## src/rtl/complex_arithmetic_unit_core_macros.svh

```systemverilog
// assertion macros for the complex arithmetic unit
`ifndef COMPLEX_ARITHMETIC_UNIT_CORE_MACROS_SVH
`define COMPLEX_ARITHMETIC_UNIT_CORE_MACROS_SVH

// clocked check, off during reset
`define CAU_ASSERT(lbl, prop, msg) \
  lbl: assert property (@(posedge clk) disable iff (!rst_n) prop) else $error(msg);

// clocked check, also active during reset
`define CAU_ASSERT_ALWAYS(lbl, prop, msg) \
  lbl: assert property (@(posedge clk) prop) else $error(msg);

`endif

```

## src/rtl/cau_pkg.sv

```systemverilog
`default_nettype none
package cau_pkg;

  typedef enum logic [1:0] {
    OP_ADD = 2'd0,
    OP_SUB = 2'd1,
    OP_MUL = 2'd2,
    OP_DIV = 2'd3
  } op_t;

  // number of quotient bits produced by the divider pipe
  localparam int QBITS = 32;
  // widest scaled numerator magnitude: 64 bits shifted by up to 30
  localparam int NUM_W = 94;

  localparam logic signed [65:0] SAT_MAX = 66'sd2147483647;
  localparam logic signed [65:0] SAT_MIN = -66'sd2147483648;

  // after the multiplier stage
  typedef struct packed {
    op_t                func;
    logic signed [32:0] sum_re;
    logic signed [32:0] sum_im;
    logic signed [63:0] pac;
    logic signed [63:0] pbd;
    logic signed [63:0] pad;
    logic signed [63:0] pbc;
    logic        [63:0] cc;
    logic        [63:0] dd;
  } st1_t;

  // after the adder stage
  typedef struct packed {
    op_t                func;
    logic signed [64:0] re;
    logic signed [64:0] im;
    logic        [63:0] den;
  } st2_t;

  // one quotient lane of the divider
  typedef struct packed {
    logic        neg;
    logic        pre_ovf;
    logic [63:0] rem;
    logic [31:0] low;
    logic [31:0] q;
  } lane_t;

  // item traveling through the divider pipe
  typedef struct packed {
    op_t                func;
    logic               dz;
    logic        [63:0] den;
    logic signed [64:0] dir_re;
    logic signed [64:0] dir_im;
    lane_t              lre;
    lane_t              lim;
  } item_t;

  function automatic logic [32:0] sat32(input logic signed [65:0] v);
    logic [32:0] r;
    if (v > SAT_MAX) r = {1'b1, 32'h7fffffff};
    else if (v < SAT_MIN) r = {1'b1, 32'h80000000};
    else r = {1'b0, v[31:0]};
    return r;
  endfunction

endpackage
`default_nettype wire

```

## src/rtl/cau_prep.sv

```systemverilog
`default_nettype none
module cau_prep #(
  parameter int FRAC_BITS = 16
) (
  input  wire cau_pkg::st2_t st2,
  output cau_pkg::item_t     item
);

  logic [63:0]                mag_re, mag_im;
  logic [cau_pkg::NUM_W-1:0]  num_re, num_im;

  always_comb begin
    mag_re = st2.re[64] ? 64'(-st2.re) : st2.re[63:0];
    mag_im = st2.im[64] ? 64'(-st2.im) : st2.im[63:0];
    num_re = cau_pkg::NUM_W'(mag_re) << FRAC_BITS;
    num_im = cau_pkg::NUM_W'(mag_im) << FRAC_BITS;

    item.func = st2.func;
    item.den  = st2.den;
    item.dz   = (st2.den == 64'd0);
    // multiply rescales by an arithmetic shift, add/sub pass through
    if (st2.func == cau_pkg::OP_MUL) begin
      item.dir_re = st2.re >>> FRAC_BITS;
      item.dir_im = st2.im >>> FRAC_BITS;
    end else begin
      item.dir_re = st2.re;
      item.dir_im = st2.im;
    end

    // quotient of 2^32 or more always saturates
    item.lre.neg     = st2.re[64];
    item.lre.pre_ovf = 64'(num_re[cau_pkg::NUM_W-1:32]) >= st2.den;
    item.lre.rem     = 64'(num_re[cau_pkg::NUM_W-1:32]);
    item.lre.low     = num_re[31:0];
    item.lre.q       = '0;
    item.lim.neg     = st2.im[64];
    item.lim.pre_ovf = 64'(num_im[cau_pkg::NUM_W-1:32]) >= st2.den;
    item.lim.rem     = 64'(num_im[cau_pkg::NUM_W-1:32]);
    item.lim.low     = num_im[31:0];
    item.lim.q       = '0;
  end

endmodule
`default_nettype wire

```

## config.mk

```make
export PLATFORM = sky130hd
export DESIGN_NAME = cau_prep
export DESIGN_NICKNAME = d
export VERILOG_FILES = /design/src/rtl/complex_arithmetic_unit_core_macros.svh /design/src/rtl/cau_pkg.sv /design/src/rtl/cau_prep.sv
export SDC_FILE = /design/constraint.sdc
export NUM_CORES = 1
export LEC_CHECK = 0
export ABC_AREA = 1
export ABC_CLOCK_PERIOD_IN_PS = 3800
export BUFFER_PORTS_ARGS = -buffer_cell sky130_fd_sc_hd__clkbuf_2
export CELL_PAD_IN_SITES_DETAIL_PLACEMENT = 2
export CELL_PAD_IN_SITES_GLOBAL_PLACEMENT = 2
export CORE_AREA = 2 2 251 253
export DETAILED_ROUTE_END_ITERATION = 16
export DIE_AREA = 0 0 253 255
export PLACE_DENSITY = 0.81
export SLEW_MARGIN = 10
export SYNTH_ARGS = -nofsm -noshare
export SYNTH_HDL_FRONTEND = slang
export SYNTH_SLANG_ARGS = --single-unit
```

## constraint.sdc

```tcl
create_clock -name vclk -period 3.8
set_input_delay 0.57 -clock vclk [all_inputs]
set_output_delay 0.57 -clock vclk [all_outputs]
set_load 0.02 [all_outputs]
```

==> results.yml <==
sta:
  max_clock_freq_mhz: 237
  fin_hold_ws_ps: 1370
  finalCritPeriodShare_pct: 111
  relSlewSlack_pct: 57.7
  tns_ps: -689
  setup_slack_ps: -411
  worst_pin_slew_ps: 628
  min_period_ps: 4210
  finalHoldViolCount: 0
  grt_setup_unrepaired: "true"
  slew_violations: 0
  setup_viol: 2
pwr:
  peakVddDrop_mv: 0.0677
  switching_power_mw: 1.83
  leakage_nw: 9.60
  power.density_nw_per_um2: 154
  pwr-share-clk_pct: 0
  swShare_pct: 64.7
  p_int_uw: 997
  p_comb_share_pct: 100.0
  p_seq_share_pct: 0
routing:
  drt_first_pass_iters: 5
  post-route-drc-count: 0
  drtIter0Drc: 994
  post_drt_wl_per_cell_um: 26.5
  viasPerCell: 4.76
  num_vias: 16729
  ant_nets: 0
  wl_um: 93300
critical_path:
  worst_setup_path_start_kind: "input pin"
  path_class: "in2out"
  crit_top_cell: "buf_4"
  cp-end-kind: "output pin"
  slowest_stage: "ha_4"
  path_max_fanout: 3
  crit_required_ps: 3230
  crit_chain: "clkbuf_2 > buf_4 > nor2_4 > nand2_2 > nor2_4 > nand2_1 > nor2_2 > buf_6 > xor2_1 > a21oi_1 > buf_4 > ha_4 > nand4_1 > nor3_2 > buf_4 > buf_4 > nand4_1 > nand3_2 > buf_8"
  crit_buf_inv: 7
  critPathTopFamily: "simple AND/OR/NAND/NOR gates"
  cp.arrival_ps: 3640
  max_stage_delay_ps: 260
cells_and_area:
  fillers: 7484
  nets: 3013
  seq_cells: 0
  nClkBuffers: 0
  area_growth_pct: 88.9
  multi_input_area_um2: 9490
  ff_latch_area_um2: 0
  layout-drive-gt1-share_pct: 53.3
placed_design:
  port_buffers: 525
  gp_congestion: 0.938
  hpwlAfterDp_um: 68700
  pre_cts_slack_ps: -646
global_route:
  grt_first_pass_wirelength_um: 116000
  grt_most_used_layer: "met2"
  use_met1_pct: 27.0
  track_usage_pct: 24.2
  antenna_found_initial: 2
  grt_max_degree: 69
  grt_pass1_vias: 17349
  grtUsageMet3_pct: 2.63
  grt_overflow_total: 0
  grtUsageMet2_pct: 47.0
synth:
  syn_area_um2: 9700
  ys_seq_area_share_pct: 0
  synth_top_area_share_pct: 17.0
  synth.distinct_cells: 41
  synthTopCellsByArea: "nand2_1, buf_4, ha_1, inv_1, o21ai_0"
  yosysMostFrequentCell: "nand2_1"
  syn-instance-count: 1775
  synth_warnings: 0
  postSynthAreaPerCell_um2: 5.47
  synth_common_cells: "nand2_1, inv_1, buf_4"
  netlist.top_cell.by_area: "nand2_1"
outcome:
  outcome: "complete, but fails checks"
  violations: "negative setup slack"
hold_path:
  worstHoldPathType: "in2out"
flow_run:
  maxCapViolations: 0
die:
  coreArea_um2: 62200
  fp-row-count: 92
  start_util_pct: 15.6
  die_h_um: 255
  die-area_um2: 64500
  io_pins: 653
  die_x_um: 253
cts:
  hold_buffers: 0
-- cell usage in the layout, fill, tap and decap left out, drive strengths merged --
master / instances
nor3b: 1
nor3: 15
nand2: 455
a31oi: 2
and3: 1
clkinv: 2
nand3: 123
conb: 128
nor4: 13
nor2: 216
buf: 551
diode: 1
o21ai: 165
ha: 98
o21a: 4
nand3b: 6
a21oi: 63
o31ai: 4
nand4: 57
clkinvlp: 3
inv: 215
or2: 3
xor2: 81
clkbuf: 506
a21o: 4
nand2b: 1
-- final timing paths --
check                 slack [ps]  cells past startpoint         to  startpoint
worst max-delay path        -410                     19  item[258]    st2[149]
worst min-delay path        1370                      2  item[445]     st2[55]
-- per-layer routing --
metal	wire [µm]	part of all wire (%)
met5	9	0.0096
met4	5990	6.4
met3	4750	5.1
met2	48400	52
met1	34200	37
-- through the flow --
step                      util (%)  std cells  cell area [µm²]  total power [mW]
after floorplan                  -       1902            10200              1.29
after global placement        24.7       3405            15400              2.31
after detailed placement      24.7       3405            15400              2.38
after CTS                     26.7       3450            16600              2.52
after global routing          29.5       3516            18300              3.00
final                         29.5       3517            18300              2.83
-- kinds of logic after synthesis --
kind of cell,share of synthesized area (%)
adders and majority gates,12.6
xor gates and xnor gates,7.39
AOI/OAI and AO/OA,12.9
and+or+nand+nor,41.3
buffers and inverters,25.7
other,0.0386
-- timing repair --
item,CTS,global route
gates resized for setup,202,322
pin swaps,71,156
buffers inserted,47,68
setup endpoints to repair,2,3
-- layout make-up --
class                      count  share of cell area (%)
antenna                        1                  0.0137
inverter                     220                    4.81
multi-input combinational   1440                    51.8
tap                          799                    5.46
timing repair buffer        1057                    38.0
-- power groups by stage --
| stage | clock network, mW | logic, mW | registers [mW] |
|---|---|---|---|
| final | 0.0000000334 | 2.83 | 0 |
| after global routing | 0 | 3.00 | 0 |
| after CTS | 0 | 2.52 | 0 |
| after detailed placement | 0 | 2.38 | 0 |
| after global placement | 0 | 2.31 | 0 |
| after floorplan | 0 | 1.29 | 0 |
Power figures use the tool's default switching activity.
