$ cat src/rtl/complex_arithmetic_unit_core_macros.svh
// assertion macros for the complex arithmetic unit
`ifndef COMPLEX_ARITHMETIC_UNIT_CORE_MACROS_SVH
`define COMPLEX_ARITHMETIC_UNIT_CORE_MACROS_SVH

// clocked check, off during reset
`define CAU_ASSERT(lbl, prop, msg) \
  lbl: assert property (@(posedge clk) disable iff (!rst_n) prop) else $error(msg);

// clocked check, also active during reset
`define CAU_ASSERT_ALWAYS(lbl, prop, msg) \
  lbl: assert property (@(posedge clk) prop) else $error(msg);

`endif

$ cat src/rtl/cau_pkg.sv
`default_nettype none
package cau_pkg;

  typedef enum logic [1:0] {
    OP_ADD = 2'd0,
    OP_SUB = 2'd1,
    OP_MUL = 2'd2,
    OP_DIV = 2'd3
  } op_t;

  // number of quotient bits produced by the divider pipe
  localparam int QBITS = 32;
  // widest scaled numerator magnitude: 64 bits shifted by up to 30
  localparam int NUM_W = 94;

  localparam logic signed [65:0] SAT_MAX = 66'sd2147483647;
  localparam logic signed [65:0] SAT_MIN = -66'sd2147483648;

  // after the multiplier stage
  typedef struct packed {
    op_t                func;
    logic signed [32:0] sum_re;
    logic signed [32:0] sum_im;
    logic signed [63:0] pac;
    logic signed [63:0] pbd;
    logic signed [63:0] pad;
    logic signed [63:0] pbc;
    logic        [63:0] cc;
    logic        [63:0] dd;
  } st1_t;

  // after the adder stage
  typedef struct packed {
    op_t                func;
    logic signed [64:0] re;
    logic signed [64:0] im;
    logic        [63:0] den;
  } st2_t;

  // one quotient lane of the divider
  typedef struct packed {
    logic        neg;
    logic        pre_ovf;
    logic [63:0] rem;
    logic [31:0] low;
    logic [31:0] q;
  } lane_t;

  // item traveling through the divider pipe
  typedef struct packed {
    op_t                func;
    logic               dz;
    logic        [63:0] den;
    logic signed [64:0] dir_re;
    logic signed [64:0] dir_im;
    lane_t              lre;
    lane_t              lim;
  } item_t;

  function automatic logic [32:0] sat32(input logic signed [65:0] v);
    logic [32:0] r;
    if (v > SAT_MAX) r = {1'b1, 32'h7fffffff};
    else if (v < SAT_MIN) r = {1'b1, 32'h80000000};
    else r = {1'b0, v[31:0]};
    return r;
  endfunction

endpackage
`default_nettype wire

$ cat src/rtl/cau_sat.sv
`default_nettype none
module cau_sat (
  input  wire cau_pkg::item_t  item,
  output logic [31:0]          res_re,
  output logic [31:0]          res_im,
  output logic                 overflow,
  output logic                 div_zero
);

  logic [32:0] s_re, s_im;

  function automatic logic [32:0] lane_sat(input cau_pkg::lane_t l);
    logic signed [65:0] v;
    logic [32:0]        r;
    v = l.neg ? -$signed({34'd0, l.q}) : $signed({34'd0, l.q});
    if (l.pre_ovf) r = l.neg ? {1'b1, 32'h80000000} : {1'b1, 32'h7fffffff};
    else r = cau_pkg::sat32(v);
    return r;
  endfunction

  always_comb begin
    if (item.func == cau_pkg::OP_DIV) begin
      s_re = lane_sat(item.lre);
      s_im = lane_sat(item.lim);
    end else begin
      s_re = cau_pkg::sat32(66'(item.dir_re));
      s_im = cau_pkg::sat32(66'(item.dir_im));
    end
    if (item.func == cau_pkg::OP_DIV && item.dz) begin
      res_re   = '0;
      res_im   = '0;
      overflow = 1'b0;
      div_zero = 1'b1;
    end else begin
      res_re   = s_re[31:0];
      res_im   = s_im[31:0];
      overflow = s_re[32] | s_im[32];
      div_zero = 1'b0;
    end
  end

endmodule
`default_nettype wire

$ cat config.mk
export PLATFORM = sky130hd
export DESIGN_NAME = cau_sat
export DESIGN_NICKNAME = d
export VERILOG_FILES = /design/src/rtl/complex_arithmetic_unit_core_macros.svh /design/src/rtl/cau_pkg.sv /design/src/rtl/cau_sat.sv
export SDC_FILE = /design/constraint.sdc
export NUM_CORES = 1
export LEC_CHECK = 0
export ABC_AREA = 1
export BUFFER_PORTS_ARGS = -buffer_cell sky130_fd_sc_hd__buf_2
export CORE_AREA = 8 8 199 201
export DETAILED_ROUTE_END_ITERATION = 8
export DIE_AREA = 0 0 207 209
export PLACE_DENSITY = 0.46
export SLEW_MARGIN = 20
export SYNTH_ARGS = -nofsm -noshare
export SYNTH_HDL_FRONTEND = slang
export SYNTH_SLANG_ARGS = --single-unit
$ cat constraint.sdc
create_clock -name vclk -period 5.05
set_clock_uncertainty 0.1 [all_clocks]
set_input_delay 0.505 -clock vclk [all_inputs]
set_output_delay 0.505 -clock vclk [all_outputs]
set_load 0.05 [all_outputs]
==> flow_summary_export.csv, run 1 <==
group,metric,value,unit
outcome,status,"finished, final reports clean",
die,rows,70,
route,drtAntennaViolNets,0,
layout,regArea,0,um^2
synthesis,synth_top_area_share,29.7,%
worst_setup_path,crit_required,4450,ps
synthesis,yosys_warnings,0,
die,dieWidth,207,um
clock_tree,cts_setup_buffers,0,
synthesis,netlist-cell-type-count,32,
die,start_util,14.5,%
die,core_area,36300,um^2
pwr,p_comb_share,100.0,%
global_routing,grt_max_degree,67,
global_routing,met1_usage,16.0,%
layout,nClkBuffers,0,
layout,num_antenna_cells,0,
worst_setup_path,crit_buf_inv,3,
sta,setup_tns,0,ps
synthesis,synth_area,5280,um^2
global_routing,grt.met2_usage,24.5,%
layout,drive_gt1_share,27.3,%
layout,synthToLayoutAreaGrowth,33.2,%
pwr,seqPwrFrac,0,%
worst_setup_path,cp_slowest_cell,"nor2_4",
min_path,hp-class,"primary input to primary output",
pwr,power.share.clock,0,%
synthesis,synthSimpleGateAreaFrac,63.8,%
global_routing,antenna_found_initial,1,
worst_setup_path,worstSetupStartpoint,"item[2]",
die,dieArea,43300,um^2
synthesis,syn-num-nets,1596,
global_routing,grt_pass1_wl,46200,um
route,wl_per_cell,16.5,um
synthesis,synth_top_family_by_area,"simple AND/OR/NAND/NOR gates",
synthesis,syn_inst,1135,
place,post-dp-hpwl,25800,um
sta,slew_headroom,25.7,%
sta,max_freq,242,MHz
sta,holdWs,1380,ps
clock_tree,post_cts_resized,0,
place,io_buffer_count,267,
pwr,finalPower,801,uW
global_routing,grt.busiest_layer,"met2",
route,drc_errors,0,
die,die_h,209,um
min_path,min-delay-start,"item[324]",
worst_setup_path,path_cells,"buf_2, inv_1, nand3_1, nor2_1, nand2_1, nor2_1, nand2_1, nor2_1, ha_1, a211oi_1, a21oi_2, nor2_4, nand2_1, nand2_1, a21oi_1, buf_2",
global_routing,grtUsageMet3,2.10,%
worst_setup_path,cpPeakStageDelay,580,ps
synthesis,synth_adder_area_share,0.949,%
worst_setup_path,crit_top_cell,"nand2_1",
clock_tree,cts_hold_buf,0,
sta,hold_viol,0,
pwr,pwr_density_cell,114,nW/um^2
worst_setup_path,start_kind,"primary input",
pwr,switching_share,71.9,%
worst_setup_path,critPathMaxFanout,32,
pwr,ir_drop,60.1,uV
synthesis,synth_mux_area_share,0,%
route,viasPerCell,4.25,
global_routing,grt_pass1_vias,7931,
pwr,leakagePower,3.70,nW
layout,nets,1823,
worst_setup_path,setup.worst_path.end_class,"primary output",
sta,min_period_over_period,82.0,%
layout,final_cell_mix,"415 x nand2_1, 266 x buf_2, 200 x nor2_1",
pwr,internal_power,225,uW
layout,utilization,19.4,%
synthesis,syn_area_per_cell,4.65,um^2
sta,rsz0062_at_grt,"false",
sta,worst_pin_slew,1110,ps
synthesis,synth_xor_area_share,6.31,%
global_routing,grt_overflow_total,0,
route,drt_iter0_markers,513,
layout,seq_cell_count,0,
worst_setup_path,worstSetupPathType,"primary input to primary output",
sta,drv_slew,0,
pwr,p_switching,576,uW
sta,setup_violations,0,
place,gp_congestion,0.922,
sta,finalCriticalPeriod,4140,ps
synthesis,yosysSeqAreaShare,0,%
route,routed_wl,30100,um
flow_run,cap_violations,0,
die,num_io_pins,523,
route,first_pass_iters,5,
route,vias,7770,
layout,final_common_cell,"nand2_1",
synthesis,synth.area.top_cells,"nand2_1 30%, nor2_1 14%, inv_1 7.4%",
worst_setup_path,crit_family,"simple AND/OR/NAND/NOR gates",
worst_setup_path,worstPathArrival,3530,ps
synthesis,yosysTopAreaCell,"nand2_1",
global_routing,grt_use_total,13.2,%
synthesis,synth_compound_area_share,16.0,%
## per-stage QoR
step           instances  setup WS, ps  cell area (um^2)
2_1_floorplan       1135          1730              5280
3_3_place_gp        1828           857              7020
3_5_place_dp        1828           914              7020
4_1_cts             1828           907              7020
5_1_grt             1828           551              7030
6_report            1828           911              7030
## final cells by class
class	instances	area, um^2
inverters	107	402
multi-input cells	974	4600
fillers	4418	29200
repair buffers	279	1440
well taps	468	586
## cell usage after synthesis (6+ instances only)
library cell / number
nor2_2: 7
buf_6: 6
a21oi_1: 37
nor2_1: 200
o21ai_0: 58
xor2_1: 25
nor3_1: 10
clkbuf_1: 23
xnor2_1: 13
inv_1: 104
nand2_2: 32
nand3_1: 75
buf_2: 17
nand2_1: 417
nand4_1: 35
a21oi_2: 32
## logic make-up (layout without fill, tap and decap cells)
kind of cell	after synthesis	after routing
buffers and inverters	161	386
xor gates and xnor gates	38	38
and+or+nand+nor	794	794
adders and majority gates	4	4
AOI/OAI and AO/OA	138	138
## final timing paths
check,endpoint,depth (start not counted)
worst max-delay path,res_im[25],16
worst min-delay path,res_im[31],4
## power groups by stage
stage	Combinational [mW]	Sequential (mW)	Clock, mW
after floorplan	0.526	0	0
after global placement	0.807	0	0
after detailed placement	0.807	0	0
after CTS	0.810	0	0
after global routing	0.879	0	0
final	0.801	0	0
## routing by layer
| metal | vias up | wire length, um |
|---|---|---|
| met1 | 3472 | 13200 |
| li1 | 4015 | - |
| met3 | 20 | 1760 |
| met4 | 2 | 441 |
| met2 | 261 | 14800 |
| met5 | - | 9 |
No activity file was read; power rests on OpenSTA's default activity.
==> run 2, diff against run 1 <==
Clock period 5.05 ns to 4.31 ns, I/O delays scaled along.
==> run 2 against run 1 <==
Effect of this change:
- global-route usage barely moved
- highest routed layer unchanged
- sequential share of layout area did not move
- utilization rose by 1.2 points
- via count rose by 0.73%
- routed wire length fell by 0.29%
- non-clock buffer count rose by 10
- flip-flop and latch count did not move
- die area did not move
- critical path depth rose by 1
- setup slack got worse by 430 ps
- critical path type unchanged
- design area rose by 6.2%
==> flow_summary_export.csv, run 2 (same netlist as run 1, synthesis figures left out) <==
group,metric,value,unit
outcome,status,"finished, final reports clean",
worst_setup_path,crit_required,3780,ps
layout,fin_area,7460,um^2
route,viasPerCell,4.26,
layout,synthToLayoutAreaGrowth,41.4,%
sta,drv_slew,0,
route,wl_per_cell,16.3,um
pwr,leakagePower,3.88,nW
global_routing,grt_max_degree,67,
sta,finalCriticalPeriod,3830,ps
die,dieArea,43300,um^2
place,io_buffer_count,267,
route,vias,7827,
die,start_util,14.5,%
sta,max_freq,261,MHz
sta,hold_viol,0,
sta,rsz0062_at_grt,"false",
place,placed_cells,1838,
route,drc_errors,0,
place,gp_congestion,0.907,
layout,drive_gt1_share,27.7,%
worst_setup_path,start_kind,"primary input",
layout,nClkBuffers,0,
global_routing,grt_pass1_wl,46200,um
layout,fin_cells,1839,
sta,setup_ws,483,ps
pwr,power.share.clock,0,%
place,place_area,7460,um^2
die,dieWidth,207,um
place,post-dp-hpwl,26100,um
layout,final_common_cell,"nand2_1",
route,routed_wl,30000,um
layout,fill_cells,4369,
route,drt_iter0_markers,426,
flow_run,cap_violations,0,
pwr,pwr_density_cell,138,nW/um^2
clock_tree,post_cts_resized,0,
die,rows,70,
global_routing,grt_pass1_vias,7835,
pwr,seqPwrFrac,0,%
min_path,hp-class,"primary input to primary output",
global_routing,grt_use_total,13.2,%
route,first_pass_iters,6,
worst_setup_path,worstSetupPathType,"primary input to primary output",
sta,min_period_over_period,88.8,%
sta,setup_violations,0,
pwr,internal_power,339,uW
sta,slew_headroom,32.9,%
worst_setup_path,worstPathArrival,3300,ps
pwr,switching_share,67.1,%
global_routing,antenna_found_initial,2,
clock_tree,cts_setup_buffers,0,
layout,final_cell_mix,"416 x nand2_1, 243 x buf_2, 200 x nor2_1",
sta,holdWs,1220,ps
layout,nets,1833,
layout,regArea,0,um^2
pwr,p_switching,691,uW
die,core_area,36300,um^2
worst_setup_path,critPathMaxFanout,19,
layout,seq_cell_count,0,
die,die_h,209,um
place,pre_cts_slack,504,ps
clock_tree,cts_hold_buf,0,
pwr,ir_drop,78.9,uV
die,num_io_pins,523,
route,drtAntennaViolNets,0,
sta,worst_pin_slew,1010,ps
global_routing,grt_overflow_total,0,
pwr,p_comb_share,100.0,%
worst_setup_path,setup.worst_path.end_class,"primary output",
sta,setup_tns,0,ps
run 2: power by group through the flow:
| stage | clock, mW | sequential [mW] | combinational (mW) |
|---|---|---|---|
| floorplan | 0 | 0 | 0.616 |
| global placement | 0 | 0 | 1.03 |
| detailed placement | 0 | 0 | 1.03 |
| CTS | 0 | 0 | 1.04 |
| global route | 0.0000000311 | 0 | 1.12 |
| finish | 0.0000000311 | 0 | 1.03 |
run 2: stage by stage:
step | utilization [%] | total power [mW]
final | 20.6 | 1.03
after global routing | 20.6 | 1.12
after CTS | 20.6 | 1.04
after detailed placement | 20.6 | 1.03
after global placement | 20.6 | 1.03
after floorplan | - | 0.616
run 2: final timing paths:
check / startpoint / endpoint / slack, ps / cells after the start
hold / removal: item[324] / res_im[31] / 1220 / 4
setup / recovery: item[1] / res_im[7] / 480 / 17
run 2: area by class of cell:
class                      count  area, um^2  area share (%)
timing repair buffer         289        1870            25.1
multi-input combinational    974        4600            61.6
tap                          468         586            7.85
antenna                        1        2.50          0.0335
inverter                     107         402            5.38
run 2: routing by layer:
metal	track usage [%]	part of all wire, %
met2	23.8	48
met3	2.01	5.0
met4	2.61	2.2
met5	0	0.040
met1	16.3	45
run 2: worst max-delay path, cell delays in order:
cell	delay (ps)
buf_2	100
inv_1	90
nand3_1	160
nor2_1	230
nand2_1	160
nor2_1	190
nand2_1	110
nor2_1	110
ha_1	250
a211oi_1	310
a21oi_2	120
nor2_4	320
buf_12	200
nand2_1	70
nand2_1	110
a21oi_1	120
buf_12	210
