==> src/rtl/complex_arithmetic_unit_core_macros.svh <==
// assertion macros for the complex arithmetic unit
`ifndef COMPLEX_ARITHMETIC_UNIT_CORE_MACROS_SVH
`define COMPLEX_ARITHMETIC_UNIT_CORE_MACROS_SVH

// clocked check, off during reset
`define CAU_ASSERT(lbl, prop, msg) \
  lbl: assert property (@(posedge clk) disable iff (!rst_n) prop) else $error(msg);

// clocked check, also active during reset
`define CAU_ASSERT_ALWAYS(lbl, prop, msg) \
  lbl: assert property (@(posedge clk) prop) else $error(msg);

`endif

==> src/rtl/cau_pkg.sv <==
`default_nettype none
package cau_pkg;

  typedef enum logic [1:0] {
    OP_ADD = 2'd0,
    OP_SUB = 2'd1,
    OP_MUL = 2'd2,
    OP_DIV = 2'd3
  } op_t;

  // number of quotient bits produced by the divider pipe
  localparam int QBITS = 32;
  // widest scaled numerator magnitude: 64 bits shifted by up to 30
  localparam int NUM_W = 94;

  localparam logic signed [65:0] SAT_MAX = 66'sd2147483647;
  localparam logic signed [65:0] SAT_MIN = -66'sd2147483648;

  // after the multiplier stage
  typedef struct packed {
    op_t                func;
    logic signed [32:0] sum_re;
    logic signed [32:0] sum_im;
    logic signed [63:0] pac;
    logic signed [63:0] pbd;
    logic signed [63:0] pad;
    logic signed [63:0] pbc;
    logic        [63:0] cc;
    logic        [63:0] dd;
  } st1_t;

  // after the adder stage
  typedef struct packed {
    op_t                func;
    logic signed [64:0] re;
    logic signed [64:0] im;
    logic        [63:0] den;
  } st2_t;

  // one quotient lane of the divider
  typedef struct packed {
    logic        neg;
    logic        pre_ovf;
    logic [63:0] rem;
    logic [31:0] low;
    logic [31:0] q;
  } lane_t;

  // item traveling through the divider pipe
  typedef struct packed {
    op_t                func;
    logic               dz;
    logic        [63:0] den;
    logic signed [64:0] dir_re;
    logic signed [64:0] dir_im;
    lane_t              lre;
    lane_t              lim;
  } item_t;

  function automatic logic [32:0] sat32(input logic signed [65:0] v);
    logic [32:0] r;
    if (v > SAT_MAX) r = {1'b1, 32'h7fffffff};
    else if (v < SAT_MIN) r = {1'b1, 32'h80000000};
    else r = {1'b0, v[31:0]};
    return r;
  endfunction

endpackage
`default_nettype wire

==> src/rtl/cau_div_step.sv <==
`default_nettype none
module cau_div_step (
  input  wire cau_pkg::item_t d_in,
  output cau_pkg::item_t      d_out
);

  function automatic cau_pkg::lane_t step(input cau_pkg::lane_t l, input logic [63:0] den);
    cau_pkg::lane_t r;
    logic [63:0]    t;
    logic           take;
    t     = {l.rem[62:0], l.low[31]};
    take  = (t >= den);
    r     = l;
    r.rem = take ? (t - den) : t;
    r.low = {l.low[30:0], 1'b0};
    r.q   = {l.q[30:0], take};
    return r;
  endfunction

  always_comb begin
    d_out     = d_in;
    d_out.lre = step(d_in.lre, d_in.den);
    d_out.lim = step(d_in.lim, d_in.den);
  end

endmodule
`default_nettype wire

==> config.mk <==
export PLATFORM = sky130hd
export DESIGN_NAME = cau_div_step
export DESIGN_NICKNAME = d
export VERILOG_FILES = /design/src/rtl/complex_arithmetic_unit_core_macros.svh /design/src/rtl/cau_pkg.sv /design/src/rtl/cau_div_step.sv
export SDC_FILE = /design/constraint.sdc
export NUM_CORES = 1
export LEC_CHECK = 0
export BUFFER_PORTS_ARGS = -buffer_cell sky130_fd_sc_hd__buf_4
export CORE_AREA = 2 2 351 353
export DETAILED_ROUTE_END_ITERATION = 6
export DIE_AREA = 0 0 353 355
export PLACE_DENSITY = 0.35
export REMOVE_ABC_BUFFERS = 1
export SYNTH_ARGS = -nofsm -noshare
export SYNTH_HDL_FRONTEND = slang
export SYNTH_SLANG_ARGS = --single-unit
export TNS_END_PERCENT = 30
==> constraint.sdc <==
create_clock -name vclk -period 10.1
set_input_delay 2.02 -clock vclk [all_inputs]
set_output_delay 2.02 -clock vclk [all_outputs]
set_load 0.05 [all_outputs]
==> results of run 1 <==
-- power groups by stage --
| stage | combinational, mW | sequential (mW) | clock (mW) |
|---|---|---|---|
| after floorplan | 0.856 | 0 | 0 |
| after global placement | 1.49 | 0 | 0 |
| after detailed placement | 1.48 | 0 | 0 |
| after CTS | 1.49 | 0 | 0 |
| after global routing | 1.58 | 0 | 0 |
| final | 1.48 | 0 | 0.000000107 |
-- cells in the mapped netlist, drive strengths merged, types with 12 or more instances --
master  instances
a21oi         194
ha            128
nor2b          13
o21bai         28
nand2         189
buf           358
nor2          138
and2           13
a31oi          20
o31ai          12
a211oi         15
nand4          36
inv           103
a21o           86
xor2           45
nand3          21
nor3           37
o21ai         144
o21a           25
clkbuf         49
xnor2          55
-- routing by layer --
layer  global-route usage  vias up  share of wire
li1                     -     6188              -
met1               0.2149     6346           0.28
met2               0.3906     1506           0.41
met3               0.3249       96           0.27
met4              0.05345       38          0.026
met5               0.1396        -          0.014
-- area by class of cell --
class / count / area [sq um]
Antenna cell: 9 / 22.52
Fill cell: 14456 / 107200
Inverter: 103 / 386.6
Multi-Input combinational cell: 1350 / 8738
Tap cell: 1625 / 2033
Timing Repair Buffer: 393 / 2975
-- metrics by stage --
stage | instances | worst slack (ns) | power (mW)
6_report | 3480 | 1.568 | 1.485
3_5_place_dp | 3471 | 1.415 | 1.483
4_1_cts | 3471 | 1.392 | 1.490
5_1_grt | 3471 | 1.230 | 1.577
3_3_place_gp | 3471 | 1.402 | 1.490
2_1_floorplan | 1453 | 0.3461 | 0.8556
-- critical path, delay by kind of cell --
family          cells  cell delay [ns]
compound gates      5             2.03
fa+ha+maj           2             0.62
simple gates        4             1.08
buf+inv             4             0.74
-- logic make-up after synthesis --
logic type	synth area share
mux	0.003459
fa+ha+maj	0.1375
other cells	0.0003142
compound gates	0.3134
simple gates	0.2033
xor+xnor	0.07338
buf+inv	0.2687
-- how the worst min path moves through the flow --
| stage | from | endpoint | cells past startpoint |
|---|---|---|---|
| floorplan | d_in[9] | d_out[10] | 0 |
| global placement | d_in[9] | d_out[10] | 0 |
| detailed placement | d_in[9] | d_out[10] | 0 |
| CTS | d_in[9] | d_out[10] | 0 |
| global route | d_in[9] | d_out[10] | 0 |
| finish | d_in[164] | d_out[165] | 0 |
==> key figures, run 1 <==
Worst setup path
  – Worst EP arrival: about 6.5 ns
  – Critical Path Source Type: input port
  – Worst setup path start: d_in[193]
  – Required time worst endpoint: 8.08 ns
  – CP max-delay cell: a211oi_1
  – End point of the critical path: d_out[249]
  – Worst setup EP type: output pin
  – Critical path class: input port to output pin
  – Most used cell, CP: buf_4
  – Critical path's largest stage delay: 0.66 ns
  – Worst path cell trace: buf_4, inv_1, ha_1, fa_1, nand2b_1, a211oi_1, o21ai_0, a211oi_2, o21ai_1, a31oi_1, or3_4, buf_4, nor2_1, nor3_1, buf_4
  – Crit Path Max Fanout: 27

Power and ir drop
  – Clock power frac: 0
  – Gate power share: 1.000
  – Sequential share of power: 0
  – Sw Share: 0.7056
  – Internal power: ~440 uW
  – Psw: between 1 and 1.5 mW
  – LEAKAGE: around 6.4 nW
  – Max IR drop VDD: approximately 0.064 mV
  – Power per cell area: roughly 100 mW/mm^2

STA
  – Final worst path period need: roughly 8.5 ns
  – RSZ-0062 raised after global routing: false
  – Final worst-path cycle share: 0.8447
  – Final Hold Vio Count: 0
  – Peak Freq: 0.1172 GHz
  – Setup violations, final: 0
  – Final hold slack: 4.041 ns
  – Slew Viols, Final: 0
  – Worst-margin pin slew: ~0.97 ns
  – TNS Setup: 0 ns
  – Slew Limit Headroom: 0.3488

Final layout
  – Commonest non-fill, non-tap cell in the layout: buf_4
  – Share of layout cells above drive strength 1: 0.2275
  – Area delta synth->final: 18.60%
  – Final instance area: between 0.01 and 0.015 sq mm
  – Final nets: 2435
  – Final core utilization: 0.1166
  – FFs & Latches: 0
  – Most frequent cells in the layout: buf_4 (391), a21oi_1 (193), nand2_1 (189)
  – Reg area: 0 sq um
  – CLK BUF: 0

Die
  – Core Region: about 0.12 sq mm
  – IO Pins: roughly 900
  – Starting Density: 0.09833
  – Die width: 353 um
  – Chip height: about 360 um
  – Die area: roughly 0.13 sq mm
  – # rows: around 130

Synth
  – Yosys warns: 0
  – Syn_area_per_cell: ~6.4 sq um
  – Synth Instances: 1860
  – Library cells used by synthesis: a little over 80
  – Yosys top cell by area: buf_4
  – Netlist Area Pre-Place: 0.01194 sq mm
  – Sequential area share after synthesis: 0
  – Top post-synthesis cells by area: buf_4 (21%), ha_1 (13%), a21oi_1 (8.1%)
  – Share of the synthesized area in the top cell type: 0.2069

GRT
  – Total GRT Usage: 0.2642
  – First-pass GRT wire length: 203.2 mm
  – Vias in the first global route: around 13k
  – GRT overflow: 0
  – Initial antenna violation count: 17
  – Pin count of the biggest net entering global routing: about 120

Run status
  – Status: completed

Route
  – Number of routed nets with antenna violations: 0
  – Vias: 14.17k
  – WL/cell: between 40 and 50 um
  – # DRC: 0
  – DR iter-0 viols: ~1.3k
  – Vias per cell: between 4 and 5
  – Final WL: 173.3 mm
  – Drt pass-1 iters: 5

Min path
  – Hold Path Class: input port to output pin

Placed design
  – IO Port Bufs: around 390
  – HPWL after DPL: between 150 and 200 mm
  – Area post-placement: 0.01413 sq mm
  – GPL Wtd Cong: between 0.9 and 1

CTS
  – Hold_buf cts: 0
  – Post-CTS setup buffer count: 0
  – Post-CTS Resized: 0

Flow run
  – Number of max-cap violations: 0
(Power assumes the default switching activity.)
==> inputs of run 2 (changes only) <==
ABC_AREA = 1   (was default)
CORE_AREA = 2 2 359 361   (was 2 2 351 353)
DIE_AREA = 0 0 361 363   (was 0 0 353 355)
PLACE_DENSITY = 0.39   (was 0.35)
clock period = 8.7 ns   (was 10.1 ns; I/O delays follow)
==> run 2 against run 1 <==
- critical path depth is 3 lower
- area after synthesis rose by 39%
- clock-buffer cell count did not move
- cell count up 48%
- core utilization increased by 3.3 points
- synthesized cell count rose by 85%
- first-iteration DRC count increased by 69%
- sequential cell count did not move
- final area increased by 34%
- die area increased by 4.6%
- power is 34% higher
- critical endpoint is now d_out[101]
- largest cell class unchanged
- largest power group unchanged
- highest routed layer unchanged
==> key figures, run 2 <==
Run status
  – Status: completed (unchanged)

GRT
  – Vias in the first global route: 18.39k (was 13.20k)
  – GRT overflow: 0 (unchanged)
  – Pin count of the biggest net entering global routing: 63 (was 116)
  – Total GRT Usage: 0.2909 (was 0.2642)
  – Initial antenna violation count: 22 (was 17)
  – First-pass GRT wire length: 237.9 mm (was 203.2 mm)

Synth
  – Library cells used by synthesis: 32 (was 83)
  – Yosys warns: 0 (unchanged)
  – Share of the synthesized area in the top cell type: 0.3200 (was 0.2069)
  – Netlist Area Pre-Place: 0.01655 sq mm (was 0.01194 sq mm)
  – Top post-synthesis cells by count: nand2_1 (1411), inv_1 (758), buf_4 (327), nand3_1 (288), nor2_1 (231) (was buf_4 (329), a21oi_1 (193), nand2_1 (189), nor2_1 (138), ha_1 (128))
  – Synth Instances: 3446 (was 1860)
  – Syn_area_per_cell: 4.804 sq um (was 6.417 sq um)
  – Yosys top cell by area: nand2_1 (was buf_4)
  – Top post-synthesis cells by area: nand2_1 (32%), inv_1 (17%), buf_4 (15%) (was buf_4 (21%), ha_1 (13%), a21oi_1 (8.1%))
  – Cell with the most instances after synthesis: nand2_1 (was buf_4)
  – Sequential area share after synthesis: 0 (unchanged)

Final layout
  – Area delta synth->final: 14.47% (was 18.60%)
  – Most frequent cells in the layout: nand2_1 (1411), inv_1 (758), buf_4 (394) (was buf_4 (391), a21oi_1 (193), nand2_1 (189))
  – Share of layout cells above drive strength 1: 0.1240 (was 0.2275)
  – Reg area: 0 sq um (unchanged)
  – Final core utilization: 0.1492 (was 0.1166)
  – Commonest non-fill, non-tap cell in the layout: nand2_1 (was buf_4)
  – CLK BUF: 0 (unchanged)
  – Final nets: 4065 (was 2435)
  – Post-route non-filler standard cell count: 5146 (was 3480)
  – FFs & Latches: 0 (unchanged)

Worst setup path
  – CP max-delay cell: nand3_4 (was a211oi_1)
  – Most used cell, CP: nand2_1 (was buf_4)
  – Worst path cell trace: buf_4, inv_1, ha_1, nand2_1, nor2_1, nand4_1, nor4_2, nand2_1, nand3_4, nand3_1, nand2_1, buf_4 (was buf_4, inv_1, ha_1, fa_1, nand2b_1, a211oi_1, o21ai_0, a211oi_2, o21ai_1, a31oi_1, or3_4, buf_4, nor2_1, nor3_1, buf_4)
  – Worst setup EP type: output pin (unchanged)
  – Worst EP arrival: 5.59 ns (was 6.51 ns)
  – Critical path class: input port to output pin (unchanged)
  – Required time worst endpoint: 6.96 ns (was 8.08 ns)
  – Critical path's largest stage delay: 0.73 ns (was 0.66 ns)
  – Crit Path Max Fanout: 54 (was 27)
  – Critical Path Source Type: input port (unchanged)

Route
  – Number of routed nets with antenna violations: 0 (unchanged)
  – Final WL: 199.4 mm (was 173.3 mm)
  – WL/cell: 38.75 um (was 49.78 um)
  – Vias: 21.24k (was 14.17k)
  – # DRC: 0 (unchanged)
  – Drt pass-1 iters: 5 (unchanged)
  – DR iter-0 viols: 2233 (was 1323)
  – Vias per cell: 4.128 (was 4.073)

STA
  – TNS Setup: 0 ns (unchanged)
  – Final hold slack: 3.480 ns (was 4.041 ns)
  – Final worst-path cycle share: 0.8428
  – Peak Freq: around 0.14 GHz
  – Worst-margin pin slew: 1.048 ns (was 0.9678 ns)
  – Slew Limit Headroom: 0.3013 (was 0.3488)
  – Final worst path period need: ~7.3 ns
  – Final Hold Vio Count: 0 (unchanged)
  – Slew Viols, Final: 0 (unchanged)
  – Setup violations, final: 0 (unchanged)
  – RSZ-0062 raised after global routing: false (unchanged)

Power and ir drop
  – Power per cell area: 104.6 mW/mm^2 (was 104.9 mW/mm^2)
  – Power, Total: 1.983 mW (was 1.485 mW)
  – Max IR drop VDD: 0.04062 mV (was 0.06447 mV)
  – LEAKAGE: 12.04 nW (was 6.377 nW)

Min path
  – Hold path cells: 0 (unchanged)
  – Min-Delay Endpoint: d_out[10] (was d_out[165])
  – Start point of the worst hold path: d_in[9] (was d_in[164])
  – Hold Path Class: input port to output pin (unchanged)

Die
  – Die area: 0.1310 sq mm (was 0.1253 sq mm)
  – Die width: 361 um (was 353 um)
  – Starting Density: 0.1303 (was 0.09833)
  – Chip height: 363 um (was 355 um)
  – Core Region: 0.1270 sq mm (was 0.1214 sq mm)
  – IO Pins: 914 (unchanged)
  – # rows: 131 (was 128)

Placed design
  – GPL Wtd Cong: 1.001 (was 0.9950)
  – Placed cell count: 5138 (was 3471)
  – HPWL after DPL: 182.9 mm (was 161.7 mm)
  – IO Port Bufs: 386 (unchanged)

CTS
  – Hold_buf cts: 0 (unchanged)
  – Post-CTS Resized: 0 (unchanged)
  – Post-CTS setup buffer count: 0 (unchanged)

Flow run
  – Number of max-cap violations: 0 (unchanged)
==> run 2: cell types whose count changed after synthesis, moves of 28 or more <==
cell,before,now
nand2_1,189,1411
inv_1,101,758
nand3_1,21,288
a21oi_1,193,78
o21ai_0,125,11
nor2_1,138,231
a21o_1,85,0
xnor2_1,55,2
clkbuf_1,47,11
o21bai_1,28,0
==> run 2: through the flow <==
stage	cell area, sq um	setup slack (ns)
6_report	18950	1.368
5_1_grt	18930	1.298
4_1_cts	18930	1.448
3_5_place_dp	18930	1.452
3_3_place_gp	18930	1.485
2_1_floorplan	13870	0.6263
==> run 2: how the worst max path moves through the flow <==
stage | depth (start not counted) | to | slack (ns) | from
2_1_floorplan | 13 | d_out[64] | 0.63 | d_in[449]
3_3_place_gp | 12 | d_out[101] | 1.49 | d_in[397]
3_5_place_dp | 12 | d_out[101] | 1.45 | d_in[397]
4_1_cts | 12 | d_out[101] | 1.45 | d_in[397]
5_1_grt | 18 | d_out[101] | 1.30 | d_in[63]
6_report | 12 | d_out[101] | 1.37 | d_in[397]
==> run 2: kinds of logic (layout without fill, tap and decap cells) <==
group,Yosys count,in the layout,share of synthesized area
other cells,1,10,0.0002265
fa+ha+maj,130,130,0.09917
xor+xnor,62,62,0.03280
buf+inv,1126,1155,0.3349
compound gates,93,93,0.02993
simple gates,2034,2034,0.5029
==> run 2: layout make-up <==
cell class         instances  area, sq um
fillers                15264       108100
well taps               1662         2079
multi-input cells       2321        11040
diodes                     8        20.02
repair buffers           394         2958
inverters                761         2856
==> run 2: where the power goes <==
part           internal, mW  switching (mW)
Combinational         0.525            1.46
Clock           0.000000115               0
Sequential                0               0
Total                 0.525            1.46
==> run 2: critical path, delay by kind of cell <==
family | cells | cell delay [ns]
buf+inv | 3 | 0.39
simple gates | 8 | 2.98
fa+ha+maj | 1 | 0.39
==> run 2: per-layer routing <==
metal  GRT usage  part of all wire  vias to the layer above
met5      0.1641             0.016                        -
met4      0.1164             0.049                       64
met3      0.2951              0.23                      158
met2      0.3949              0.37                     1826
met1      0.2801              0.33                     9196
li1            -                 -                     9998
